--- src/design/dcfp_pkg.sv ---
// dcfp_pkg: shared constants and chain mapping functions for the dac chain frame packer
// no dependencies; used by dac_chain_frame_packer_unit
`default_nettype none

package dcfp_pkg;

   localparam int unsigned NUM_CHANNELS = 18;
   localparam int unsigned NUM_CHAINS   = 6;
   localparam int unsigned MAX_SLOTS    = 5;
   localparam int unsigned CHAN_W       = 5;
   localparam int unsigned CHAIN_W      = $clog2(NUM_CHAINS);
   localparam int unsigned VALUE_W      = 16;
   localparam int unsigned VALUE_BITS   = 10;
   localparam int unsigned ADDR_BITS    = 4;
   localparam int unsigned WORD_BITS    = VALUE_BITS + ADDR_BITS;
   localparam int unsigned IDX_W        = $clog2(NUM_CHANNELS);
   localparam int unsigned SLOT_W       = $clog2(MAX_SLOTS + 1);
   localparam int unsigned WBIT_W       = $clog2(WORD_BITS);
   localparam int unsigned BYTE_IDX_W   = 4;
   localparam int unsigned PAD_W        = 3;

   // chain index for a channel in 1..18
   function automatic logic [CHAIN_W-1:0] chain_of(input logic [CHAN_W-1:0] ch);
      logic [CHAN_W-1:0] chm1;
      chm1 = ch - CHAN_W'(1);
      if (ch <= CHAN_W'(8)) begin
         chain_of = chm1[CHAIN_W:1];
      end else if (ch <= CHAN_W'(13)) begin
         chain_of = CHAIN_W'(4);
      end else begin
         chain_of = CHAIN_W'(5);
      end
   endfunction

   // index of slot 0 of a chain in the value store
   function automatic logic [IDX_W-1:0] chain_base(input logic [CHAIN_W-1:0] chain);
      if (chain < CHAIN_W'(4)) begin
         chain_base = IDX_W'({chain, 1'b0});
      end else if (chain == CHAIN_W'(4)) begin
         chain_base = IDX_W'(8);
      end else begin
         chain_base = IDX_W'(13);
      end
   endfunction

   function automatic logic [SLOT_W-1:0] chain_slots(input logic [CHAIN_W-1:0] chain);
      chain_slots = (chain < CHAIN_W'(4)) ? SLOT_W'(2) : SLOT_W'(5);
   endfunction

   // whole bytes of a frame
   function automatic logic [BYTE_IDX_W-1:0] frame_bytes(input logic [CHAIN_W-1:0] chain);
      frame_bytes = (chain < CHAIN_W'(4)) ? BYTE_IDX_W'(4) : BYTE_IDX_W'(9);
   endfunction

   // leading zero bits ahead of the first word
   function automatic logic [PAD_W-1:0] pad_bits(input logic [CHAIN_W-1:0] chain);
      pad_bits = (chain < CHAIN_W'(4)) ? PAD_W'(4) : PAD_W'(2);
   endfunction

   function automatic logic [ADDR_BITS-1:0] reverse4(input logic [ADDR_BITS-1:0] a);
      reverse4 = {a[0], a[1], a[2], a[3]};
   endfunction

endpackage

`default_nettype wire

--- src/design/dac_chain_frame_packer_unit.sv ---
// dac_chain_frame_packer_unit: top level of the dac chain frame packer
// depends on dcfp_pkg for constants and the channel-to-chain mapping
`default_nettype none

// Each accepted word stores a new value for one of 18 dac channels and then
// sends the whole frame of the chain that channel belongs to, one byte per
// rsp word, first byte first. Channels 1-8 go in pairs to chains 0-3 (4-byte
// frames), channels 9-13 and 14-18 to chains 4 and 5 (9-byte frames). A
// channel outside 1-18 is stored nowhere and gives no rsp word. If any stored
// value of the chain is 1024 or more, one rsp word with range_error and
// last_byte set and frame_byte zero replaces the frame. The frame is built
// bit-serially: one bit per cycle, unless a stalled rsp side holds it, goes
// from a 14-bit word shift register into a byte shift register; the range
// check walks the chain one slot per cycle. One item is in work at a time;
// req_ready is high only between items. The rsp output register lets the
// serializer run on while a finished byte waits; a stalled rsp side holds
// the serializer only when the next byte is complete. csr_wr_data sets the
// dac address, sent bit-reversed in every word; write it only between items.

module dac_chain_frame_packer_unit (
   input  wire logic                               clock,
   input  wire logic                               reset,
   // configuration
   input  wire logic                               csr_wr_en,
   input  wire logic [dcfp_pkg::ADDR_BITS-1:0]     csr_wr_data,
   // request channel
   input  wire logic                               req_valid,
   output logic                                    req_ready,
   input  wire logic [dcfp_pkg::CHAN_W-1:0]        req_channel,
   input  wire logic [dcfp_pkg::VALUE_W-1:0]       req_value,
   // response channel
   output logic                                    rsp_valid,
   input  wire logic                               rsp_ready,
   output logic [dcfp_pkg::CHAIN_W-1:0]            rsp_chain,
   output logic [7:0]                              rsp_frame_byte,
   output logic                                    rsp_last_byte,
   output logic                                    rsp_range_error
);

   typedef enum logic [1:0] {
      ST_IDLE,
      ST_CHECK,
      ST_ERROR,
      ST_SHIFT
   } state_type;

   localparam int unsigned IDX_W  = dcfp_pkg::IDX_W;
   localparam int unsigned SLOT_W = dcfp_pkg::SLOT_W;
   localparam int unsigned WORD_W = dcfp_pkg::WORD_BITS;

   // channel value store, all zero after reset
   logic [dcfp_pkg::VALUE_W-1:0]          vals_ff [dcfp_pkg::NUM_CHANNELS];

   logic [dcfp_pkg::ADDR_BITS-1:0]        chip_addr_ff;

   state_type                             state_ff, state_in;
   logic [dcfp_pkg::CHAIN_W-1:0]          chain_ff, chain_in;
   logic [IDX_W-1:0]                      base_ff, base_in;
   logic [SLOT_W-1:0]                     nslot_ff, nslot_in;
   logic [SLOT_W-1:0]                     slot_ff, slot_in;
   logic [WORD_W-1:0]                     word_sr_ff, word_sr_in;
   logic [dcfp_pkg::WBIT_W-1:0]           wbit_ff, wbit_in;
   logic [dcfp_pkg::PAD_W-1:0]            pad_ff, pad_in;
   logic [7:0]                            byte_sr_ff, byte_sr_in;
   logic [2:0]                            bitpos_ff, bitpos_in;
   logic [dcfp_pkg::BYTE_IDX_W-1:0]       byte_idx_ff, byte_idx_in;

   logic                                  rsp_valid_ff, rsp_valid_in;
   logic [dcfp_pkg::CHAIN_W-1:0]          rsp_chain_ff, rsp_chain_in;
   logic [7:0]                            rsp_byte_ff, rsp_byte_in;
   logic                                  rsp_last_ff, rsp_last_in;
   logic                                  rsp_err_ff, rsp_err_in;

   logic                                  ch_ok;
   logic                                  store_en;
   logic [IDX_W-1:0]                      wr_idx;
   logic [IDX_W-1:0]                      rd_idx;
   logic [SLOT_W-1:0]                     rd_slot;
   logic [dcfp_pkg::VALUE_W-1:0]          rd_data;
   logic [WORD_W-1:0]                     rd_word;
   logic                                  out_free;
   logic                                  step;
   logic                                  bit_out;
   logic                                  byte_last;

   assign req_ready = (state_ff == ST_IDLE);
   assign ch_ok     = (req_channel >= dcfp_pkg::CHAN_W'(1)) &&
                      (req_channel <= dcfp_pkg::CHAN_W'(dcfp_pkg::NUM_CHANNELS));
   assign store_en  = req_valid && req_ready && ch_ok;
   assign wr_idx    = IDX_W'(req_channel - dcfp_pkg::CHAN_W'(1));

   // one read port: the slot under check, or the next lower slot while shifting
   assign rd_slot = (state_ff == ST_SHIFT) ? (slot_ff - SLOT_W'(1)) : slot_ff;
   assign rd_idx  = base_ff + IDX_W'(rd_slot);
   assign rd_data = (rd_idx < IDX_W'(dcfp_pkg::NUM_CHANNELS)) ? vals_ff[rd_idx] : '0;
   assign rd_word = {dcfp_pkg::reverse4(chip_addr_ff), rd_data[dcfp_pkg::VALUE_BITS-1:0]};

   // the output register frees up when empty or being taken
   assign out_free = !rsp_valid_ff || rsp_ready;
   // stall only when the byte about to complete has nowhere to go
   assign step     = (bitpos_ff != 3'd7) || out_free;
   assign bit_out  = (pad_ff != '0) ? 1'b0 : word_sr_ff[WORD_W-1];
   assign byte_last = (byte_idx_ff == (dcfp_pkg::frame_bytes(chain_ff) -
                                       dcfp_pkg::BYTE_IDX_W'(1)));

   always_comb begin
      state_in     = state_ff;
      chain_in     = chain_ff;
      base_in      = base_ff;
      nslot_in     = nslot_ff;
      slot_in      = slot_ff;
      word_sr_in   = word_sr_ff;
      wbit_in      = wbit_ff;
      pad_in       = pad_ff;
      byte_sr_in   = byte_sr_ff;
      bitpos_in    = bitpos_ff;
      byte_idx_in  = byte_idx_ff;
      rsp_valid_in = rsp_valid_ff && !rsp_ready;
      rsp_chain_in = rsp_chain_ff;
      rsp_byte_in  = rsp_byte_ff;
      rsp_last_in  = rsp_last_ff;
      rsp_err_in   = rsp_err_ff;

      case (state_ff)
         ST_IDLE: begin
            if (store_en) begin
               chain_in = dcfp_pkg::chain_of(req_channel);
               base_in  = dcfp_pkg::chain_base(chain_in);
               nslot_in = dcfp_pkg::chain_slots(chain_in);
               slot_in  = '0;
               state_in = ST_CHECK;
            end
         end
         ST_CHECK: begin
            // range check, one slot per cycle
            if (rd_data[dcfp_pkg::VALUE_W-1:dcfp_pkg::VALUE_BITS] != '0) begin
               state_in = ST_ERROR;
            end else if (slot_ff == nslot_ff - SLOT_W'(1)) begin
               // highest slot goes out first
               word_sr_in  = rd_word;
               wbit_in     = '0;
               pad_in      = dcfp_pkg::pad_bits(chain_ff);
               bitpos_in   = '0;
               byte_idx_in = '0;
               state_in    = ST_SHIFT;
            end else begin
               slot_in = slot_ff + SLOT_W'(1);
            end
         end
         ST_ERROR: begin
            if (out_free) begin
               rsp_valid_in = 1'b1;
               rsp_chain_in = chain_ff;
               rsp_byte_in  = '0;
               rsp_last_in  = 1'b1;
               rsp_err_in   = 1'b1;
               state_in     = ST_IDLE;
            end
         end
         ST_SHIFT: begin
            if (step) begin
               if (pad_ff != '0) begin
                  pad_in = pad_ff - dcfp_pkg::PAD_W'(1);
               end else begin
                  word_sr_in = {word_sr_ff[WORD_W-2:0], 1'b0};
                  if (wbit_ff == dcfp_pkg::WBIT_W'(WORD_W - 1)) begin
                     wbit_in = '0;
                     if (slot_ff != '0) begin
                        slot_in    = slot_ff - SLOT_W'(1);
                        word_sr_in = rd_word;
                     end
                  end else begin
                     wbit_in = wbit_ff + dcfp_pkg::WBIT_W'(1);
                  end
               end
               byte_sr_in = {byte_sr_ff[6:0], bit_out};
               bitpos_in  = bitpos_ff + 3'd1;
               if (bitpos_ff == 3'd7) begin
                  rsp_valid_in = 1'b1;
                  rsp_chain_in = chain_ff;
                  rsp_byte_in  = byte_sr_in;
                  rsp_last_in  = byte_last;
                  rsp_err_in   = 1'b0;
                  byte_idx_in  = byte_idx_ff + dcfp_pkg::BYTE_IDX_W'(1);
                  if (byte_last) begin
                     state_in = ST_IDLE;
                  end
               end
            end
         end
         default: begin
            state_in = ST_IDLE;
         end
      endcase
   end

   always_ff @(posedge clock) begin
      if (reset) begin
         state_ff     <= ST_IDLE;
         rsp_valid_ff <= 1'b0;
         chip_addr_ff <= '0;
         for (int i = 0; i < dcfp_pkg::NUM_CHANNELS; i++) begin
            vals_ff[i] <= '0;
         end
      end else begin
         state_ff     <= state_in;
         rsp_valid_ff <= rsp_valid_in;
         if (csr_wr_en) begin
            chip_addr_ff <= csr_wr_data;
         end
         if (store_en) begin
            vals_ff[wr_idx] <= req_value;
         end
      end
      chain_ff     <= chain_in;
      base_ff      <= base_in;
      nslot_ff     <= nslot_in;
      slot_ff      <= slot_in;
      word_sr_ff   <= word_sr_in;
      wbit_ff      <= wbit_in;
      pad_ff       <= pad_in;
      byte_sr_ff   <= byte_sr_in;
      bitpos_ff    <= bitpos_in;
      byte_idx_ff  <= byte_idx_in;
      rsp_chain_ff <= rsp_chain_in;
      rsp_byte_ff  <= rsp_byte_in;
      rsp_last_ff  <= rsp_last_in;
      rsp_err_ff   <= rsp_err_in;
   end

   assign rsp_valid       = rsp_valid_ff;
   assign rsp_chain       = rsp_chain_ff;
   assign rsp_frame_byte  = rsp_byte_ff;
   assign rsp_last_byte   = rsp_last_ff;
   assign rsp_range_error = rsp_err_ff;

endmodule

`default_nettype wire
--- config.mk ---
export PLATFORM = sky130hd
export DESIGN_NAME = dac_chain_frame_packer_unit
export DESIGN_NICKNAME = d
export VERILOG_FILES = /design/src/design/dcfp_pkg.sv /design/src/design/dac_chain_frame_packer_unit.sv
export SDC_FILE = /design/constraint.sdc
export NUM_CORES = 1
export LEC_CHECK = 0
export BUFFER_PORTS_ARGS = -buffer_cell sky130_fd_sc_hd__buf_2
export CORE_UTILIZATION = 40
export DETAILED_ROUTE_END_ITERATION = 8
export PLACE_DENSITY = 0.53
export SYNTH_ARGS = -nofsm -noshare
export SYNTH_HDL_FRONTEND = slang
export SYNTH_SLANG_ARGS = --single-unit
--- constraint.sdc ---
create_clock -name clock -period 10.5 [get_ports clock]
set_input_delay 2.1 -clock clock [delete_from_list [all_inputs] [get_ports clock]]
set_output_delay 2.1 -clock clock [all_outputs]
set_load 0.1 [all_outputs]
* Word level (Yosys, flattened, before mapping)
Memories as Yosys holds them, arrays and structs flattened.
Cells that the tools add are included.
** Storage, ports and cells
- Logic and storage cells :: 163
- Input port bits :: 30
- RAM bits :: 288
- Output and inout port bits :: 15
- Register bits after elaboration :: 69
- Memories :: 1
** Memory list
- vals_ff :: depth 18, width 16, rd ports 1, clocked after memory_dff 0, wr ports 18, RTL line dac_chain_frame_packer_unit.sv:52 : logic [dcfp_pkg::VALUE_W-1:0] vals_ff [dcfp_pkg::NUM_CHANNELS];
** Cells by class
- Mux-type cells :: 80
- Eq/ne operators :: 22
- Magnitude comparators :: 7
- $add $sub $neg :: 10
- Reductions and logical operators :: 25
** Operators with widths (count)
- $mux 14 :: 6
- $mux 3 :: 24
- $mux 4 :: 9
- $mux 16 :: 2
- $pmux 14 s2 :: 1
- $mux 8 :: 3
- $pmux 3 s2 :: 3
- $mux 1 :: 16
- $pmux 4 s2 :: 2
- $pmux 8 s2 :: 1
- $reduce_or 16->1 :: 1
- $reduce_and 5->1 :: 3
- $mux 2 :: 7
- $ne 2x2->1 const B :: 7
- $le 5x4->1 const B :: 2
- $ne 2x1->1 const B :: 5
- $pmux 3 s3 :: 1
- $reduce_bool 3->1 :: 3
- $sub 3x1->3 const B :: 3
- $add 4x1->4 const B :: 2
- $pmux 2 s4 :: 1
- $reduce_and 4->1 :: 2
- $reduce_and 8->1 :: 1
- $add 3x1->3 const B :: 2
- 24 further kinds :: 37

* Longest topological paths before layout
- Word-level depth :: 10
- Mapped depth :: 17
- Mapped depth without buffers :: 14

* Least setup slack after synthesis
Ideal clock, no wire load.
- Path kind :: in2reg
- Start point :: in req_channel[0] (netlist name)
- End point :: mem vals_ff[17][0] (netlist name), enable pin
- Library setup time :: 0.394 ns
- Stages :: 9
- Data required time :: 10.106 ns
- Arrival time :: 4.390 ns
- Path buffers :: 1
- Setup slack :: 5.716 ns
- Cell sequence :: buf_6 > inv_1 > ha_1 > nor2b_1 > o31ai_4 > o2111ai_4 > inv_2 > a31oi_4 > a21oi_1
** RTL lines
- from (decl) :: RTL line dac_chain_frame_packer_unit.sv:29 : input wire logic [dcfp_pkg::CHAN_W-1:0] req_channel,
- to (decl) :: RTL line dac_chain_frame_packer_unit.sv:52

* Worst setup path after layout
- Start point :: reg state_ff[1]
- End point :: reg word_sr_ff[11], enable pin
** On the way
- Longest elaborated chain between the ends :: 8
- Elaborated cells between the ends (all ways) :: 14
- Classes of those cells :: add/sub (1); order compare (1); eq/ne (6); mux (2); reduce/logical (3); memory (1)
** Ends and longest elaborated chain
- from (decl) :: RTL line dac_chain_frame_packer_unit.sv:56 : state_type state_ff, state_in;
- from (signal assigned) :: RTL line dac_chain_frame_packer_unit.sv:206 : state_ff <= state_in;
- $eq 2x2->1 :: RTL line dac_chain_frame_packer_unit.sv:93, dac_chain_frame_packer_unit.sv:124
- $mux 3 :: RTL line dac_chain_frame_packer_unit.sv:93 : assign rd_slot = (state_ff == ST_SHIFT) ? (slot_ff - SLOT_W'(1)) : slot_ff;
- $add 5x3->5 :: RTL line dac_chain_frame_packer_unit.sv:94 : assign rd_idx = base_ff + IDX_W'(rd_slot);
- $mem_v2 18x16 / $lt 5x5->1 (equally long branches)
- $mux 16 :: RTL line dac_chain_frame_packer_unit.sv:95 : assign rd_data = (rd_idx < IDX_W'(dcfp_pkg::NUM_CHANNELS)) ? vals_ff[rd_idx] : '0;
- $reduce_bool 6->1 :: RTL line dac_chain_frame_packer_unit.sv:136 : if (rd_data[dcfp_pkg::VALUE_W-1:dcfp_pkg::VALUE_BITS] != '0) begin
- $ne 2x2->1 (no source line)
- $reduce_and 5->1 (no source line) *
- to (signal assigned) :: RTL line dac_chain_frame_packer_unit.sv:219 : word_sr_ff <= word_sr_in;
- to (decl) :: RTL line dac_chain_frame_packer_unit.sv:61 : logic [WORD_W-1:0] word_sr_ff, word_sr_in;
Mark *: on every way between the ends. The rest lies on a longest branch, timed or not.
A chain may end at the register's enable or synchronous reset.

==> results.toml <==
[clocking]
cts.path.max_buffers = 3
post_cts_resize_count = 0
postCtsSetupRepairBufs = 0
cts_tree = "built"
clk_latency_ps = 560
postCtsHoldBufs = 0
clk_pin_slew_ps = 60
clock-sinks = 400
cts-root-buf = "clkbuf_16"
cts_buffers = 43
ctsHtreeMaxLevel = 2

[sta]
rsz0062_at_grt = "false"
finalHoldViolCount = 0
finalCritPeriodShare_pct = 60.0
finalClockSkew_ps = 16.8
finalCriticalPeriod_ps = 6300
slew_viol_final = 0
setup_viol = 0
slew_headroom_pct = 19.2
fmax_mhz = 159
tns_ps = 0
worst_slack_ps = 4200
worstMarginPinSlew_ps = 1200

[floorplanning]
io_pins = 45
std_cell_rows = 75
die_w_um = 210
die-area_um2 = 44000
start_util_pct = 40.9
core_area_um2 = 42200
die_h_um = 210

[synth]
yosysWarnings = 0
synth_seq_cells = 400
synthTopCellsByArea = "edfxtp_1, nor2_1, mux4_2"
synth_ff_type = "edfxtp_1"
synth_seq_area_share_pct = 69.1
syn_inst = 1248
synthDistinctLibCells = 65
synth_edf_count = 393
synth_area_um2 = 17300
avgSynthCellArea_um2 = 13.8
async_flop_share_pct = 0
synth_top_area_cell = "edfxtp_1"
yosysTopAreaCellShare_pct = 68.3

[hold_path]
hold_path_class = "reg2reg"
hold_start = "chain_ff[0]"

[critical_path]
criticalPathCategory = "reg2reg"
critPathArrivalTime_ps = 6470
crit_top_cell = "inv_1"
required_ps = 10680
endpoint_kind = "register"
worstPathCellList = "inv_1 -> nor2_1 -> inv_1 -> o21ai_0 -> inv_1 -> fa_4 -> buf_4 -> mux2i_1 -> o21ai_0 -> mux2i_1 -> o211ai_1 -> o211ai_1 -> a21oi_2"
path_max_fanout = 37
slowest_stage = "fa_4"
r2r-start = "state_ff[1]"
critical_path_buf_inv_count = 4
startpoint_type = "register"
path_delay_family = "compound AO/OA/AOI/OAI gates"
worstSetupStartpoint = "state_ff[1]"
cpPeakStageDelay_ps = 1130

[power_and_ir_drop]
pwr-share-seq_pct = 38.8
p_clk_share_pct = 29.6
power_leakage_nw = 6.60
p_switching_w = 0.00166
switching_share_pct = 33.6
powerDensity_nw_per_um2 = 257
combPwrFrac_pct = 31.6
p_int_w = 0.00328
vdd_drop_max_v = 0.000201

[layout]
nNetsFinal = 1328
fin_cells = 1849
fill_cells = 3822
syn2layout_area_growth_pct = 11.4
n_antenna_cell = 0
fin_area_um2 = 19200
fin_util_pct = 45.6
layout-drive-gt1-share_pct = 16.2

[drt]
routed_wirelength_um = 41300
dr.first_iter.drc_count = 891
vias = 9966
wl_per_cell_um = 22.3
post-route-drc-count = 0
routed_via_density = 5.39
postRouteAntennaNets = 0
firstDrtPassIters = 4

[global_route]
antenna_found_initial = 0
grt_pass1_wl_um = 62000
grt_remaining_overflow = 0
grt_pass1_vias = 9941
grt_usage_pct = 19.2
grt_max_degree = 47

[placed_design]
post_dp_cell_area_um2 = 17900
pre_cts_ws_ps = 4090
dp.cells = 1773
hpwl_um = 25700
io_buffer_count = 44
gp_congestion = 0.773

[run]
cap_viol_max_count = 0

[outcome]
status = "finished clean"
[synthesized netlist by cell type (4+ instances only)]
master	n
buf_1	4
xor2_1	8
o21ai_0	14
ha_1	18
inv_1	38
nor4_1	23
dfxtp_1	7
nand2b_1	20
a32oi_1	7
nor2_1	330
edfxtp_1	393
o211ai_1	5
clkbuf_1	14
nand2_4	4
a21oi_1	34
a211oi_1	9
buf_2	39
mux2_2	10
nor3_1	23
buf_4	11
xnor2_1	9
mux2i_1	16
and3_1	11
a31oi_1	4
nand3_1	24
nand2_2	14
nor2b_1	5
buf_6	5
nand2_1	56
nor4_4	4
mux4_2	46
o22ai_1	4
[metrics by stage]
stage / hold slack (ps) / total power, W
floorplan: 400 / 0.00304
global placement: 402 / 0.00353
detailed placement: 407 / 0.00353
CTS: 426 / 0.00499
global route: 433 / 0.00514
finish: 419 / 0.00494
[worst paths after layout]
check                        end  slack (ps)  cells past startpoint
setup / recovery  word_sr_ff[11]        4200                     13
hold / removal      rsp_chain[0]         420                      0
setup reg to reg  word_sr_ff[11]        4200                     13
hold reg to reg     rsp_chain[0]         420                      0
[power groups by stage]
stage	logic (W)	clock network, W	registers, W
after floorplan	0.00104	0	0.00199
after global placement	0.00158	0	0.00195
after detailed placement	0.00158	0	0.00195
after CTS	0.00159	0.00149	0.00192
after global routing	0.00167	0.00154	0.00193
final	0.00156	0.00146	0.00192
[layout by cell type, fill, tap and decap left out, types with 3 or more instances in the layout]
| master | n |
|---|---|
| a211oi_1 | 9 |
| a21oi_1 | 33 |
| a31oi_1 | 4 |
| a32oi_1 | 7 |
| and3_1 | 11 |
| buf_2 | 44 |
| buf_4 | 12 |
| bufinv_16 | 3 |
| clkbuf_1 | 5 |
| clkbuf_16 | 45 |
| clkinv_1 | 13 |
| clkinv_2 | 11 |
| conb_1 | 4 |
| dfxtp_1 | 7 |
| edfxtp_1 | 393 |
| ha_1 | 17 |
| inv_1 | 38 |
| mux2_2 | 10 |
| mux2i_1 | 16 |
| mux4_2 | 46 |
| nand2_1 | 56 |
| nand2_2 | 14 |
| nand2_4 | 4 |
| nand2b_1 | 20 |
| nand3_1 | 24 |
| nor2_1 | 330 |
| nor2b_1 | 5 |
| nor3_1 | 23 |
| nor4_1 | 23 |
| nor4_4 | 4 |
| o211ai_1 | 5 |
| o21ai_0 | 14 |
| o22ai_1 | 4 |
| xnor2_1 | 8 |
| xor2_1 | 7 |
[sequential cells by signal, summed over array words and instances (netlist names), 2 cells and up]
name,cells
vals_ff,334
word_sr_ff,14
rsp_frame_byte,8
byte_sr_ff,7
base_ff,4
byte_idx_ff,4
chip_addr_ff,4
wbit_ff,4
bitpos_ff,3
pad_ff,3
rsp_chain,3
slot_ff,3
chain_ff,2
nslot_ff,2
state_ff,2
[final cells by class]
class | count | area (um2) | share of cell area (%)
clock buffers | 50 | 1140 | 5.95
clock inverters | 26 | 190 | 0.988
inverters | 40 | 150 | 0.780
multi-input cells | 738 | 4830 | 25.1
flip-flops and latches | 400 | 11900 | 62.0
well taps | 539 | 674 | 3.50
repair buffers | 56 | 310 | 1.61
[metal layers]
metal / vias to the layer above / wire [um] / share of wire, % / GRT usage [%]
li1: 4596 / - / - / -
met4: 0 / 919 / 2.2 / 5.59
met5: - / 0 / 0 / 0
met2: 262 / 19800 / 48 / 31.3
met3: 70 / 2450 / 5.9 / 3.59
met1: 5038 / 18200 / 44 / 26.4
[worst reg2reg max path: cells and delay by family, from the launching register on]
kind	cells	cell delay, ps
fa+ha+maj	1	1130
mux	2	330
compound gates	5	2090
simple gates	1	470
flops	1	670
buf+inv	4	1210
[logic make-up after synthesis]
kind of cell	after synthesis	synth area share, %
other cells	1	0.0217
mux	72	7.58
simple gates	529	13.9
compound gates	96	3.79
fa+ha+maj	19	1.42
buf+inv	113	3.19
xor+xnor	18	0.956
flops	400	69.1
(Power assumes the default switching activity.)
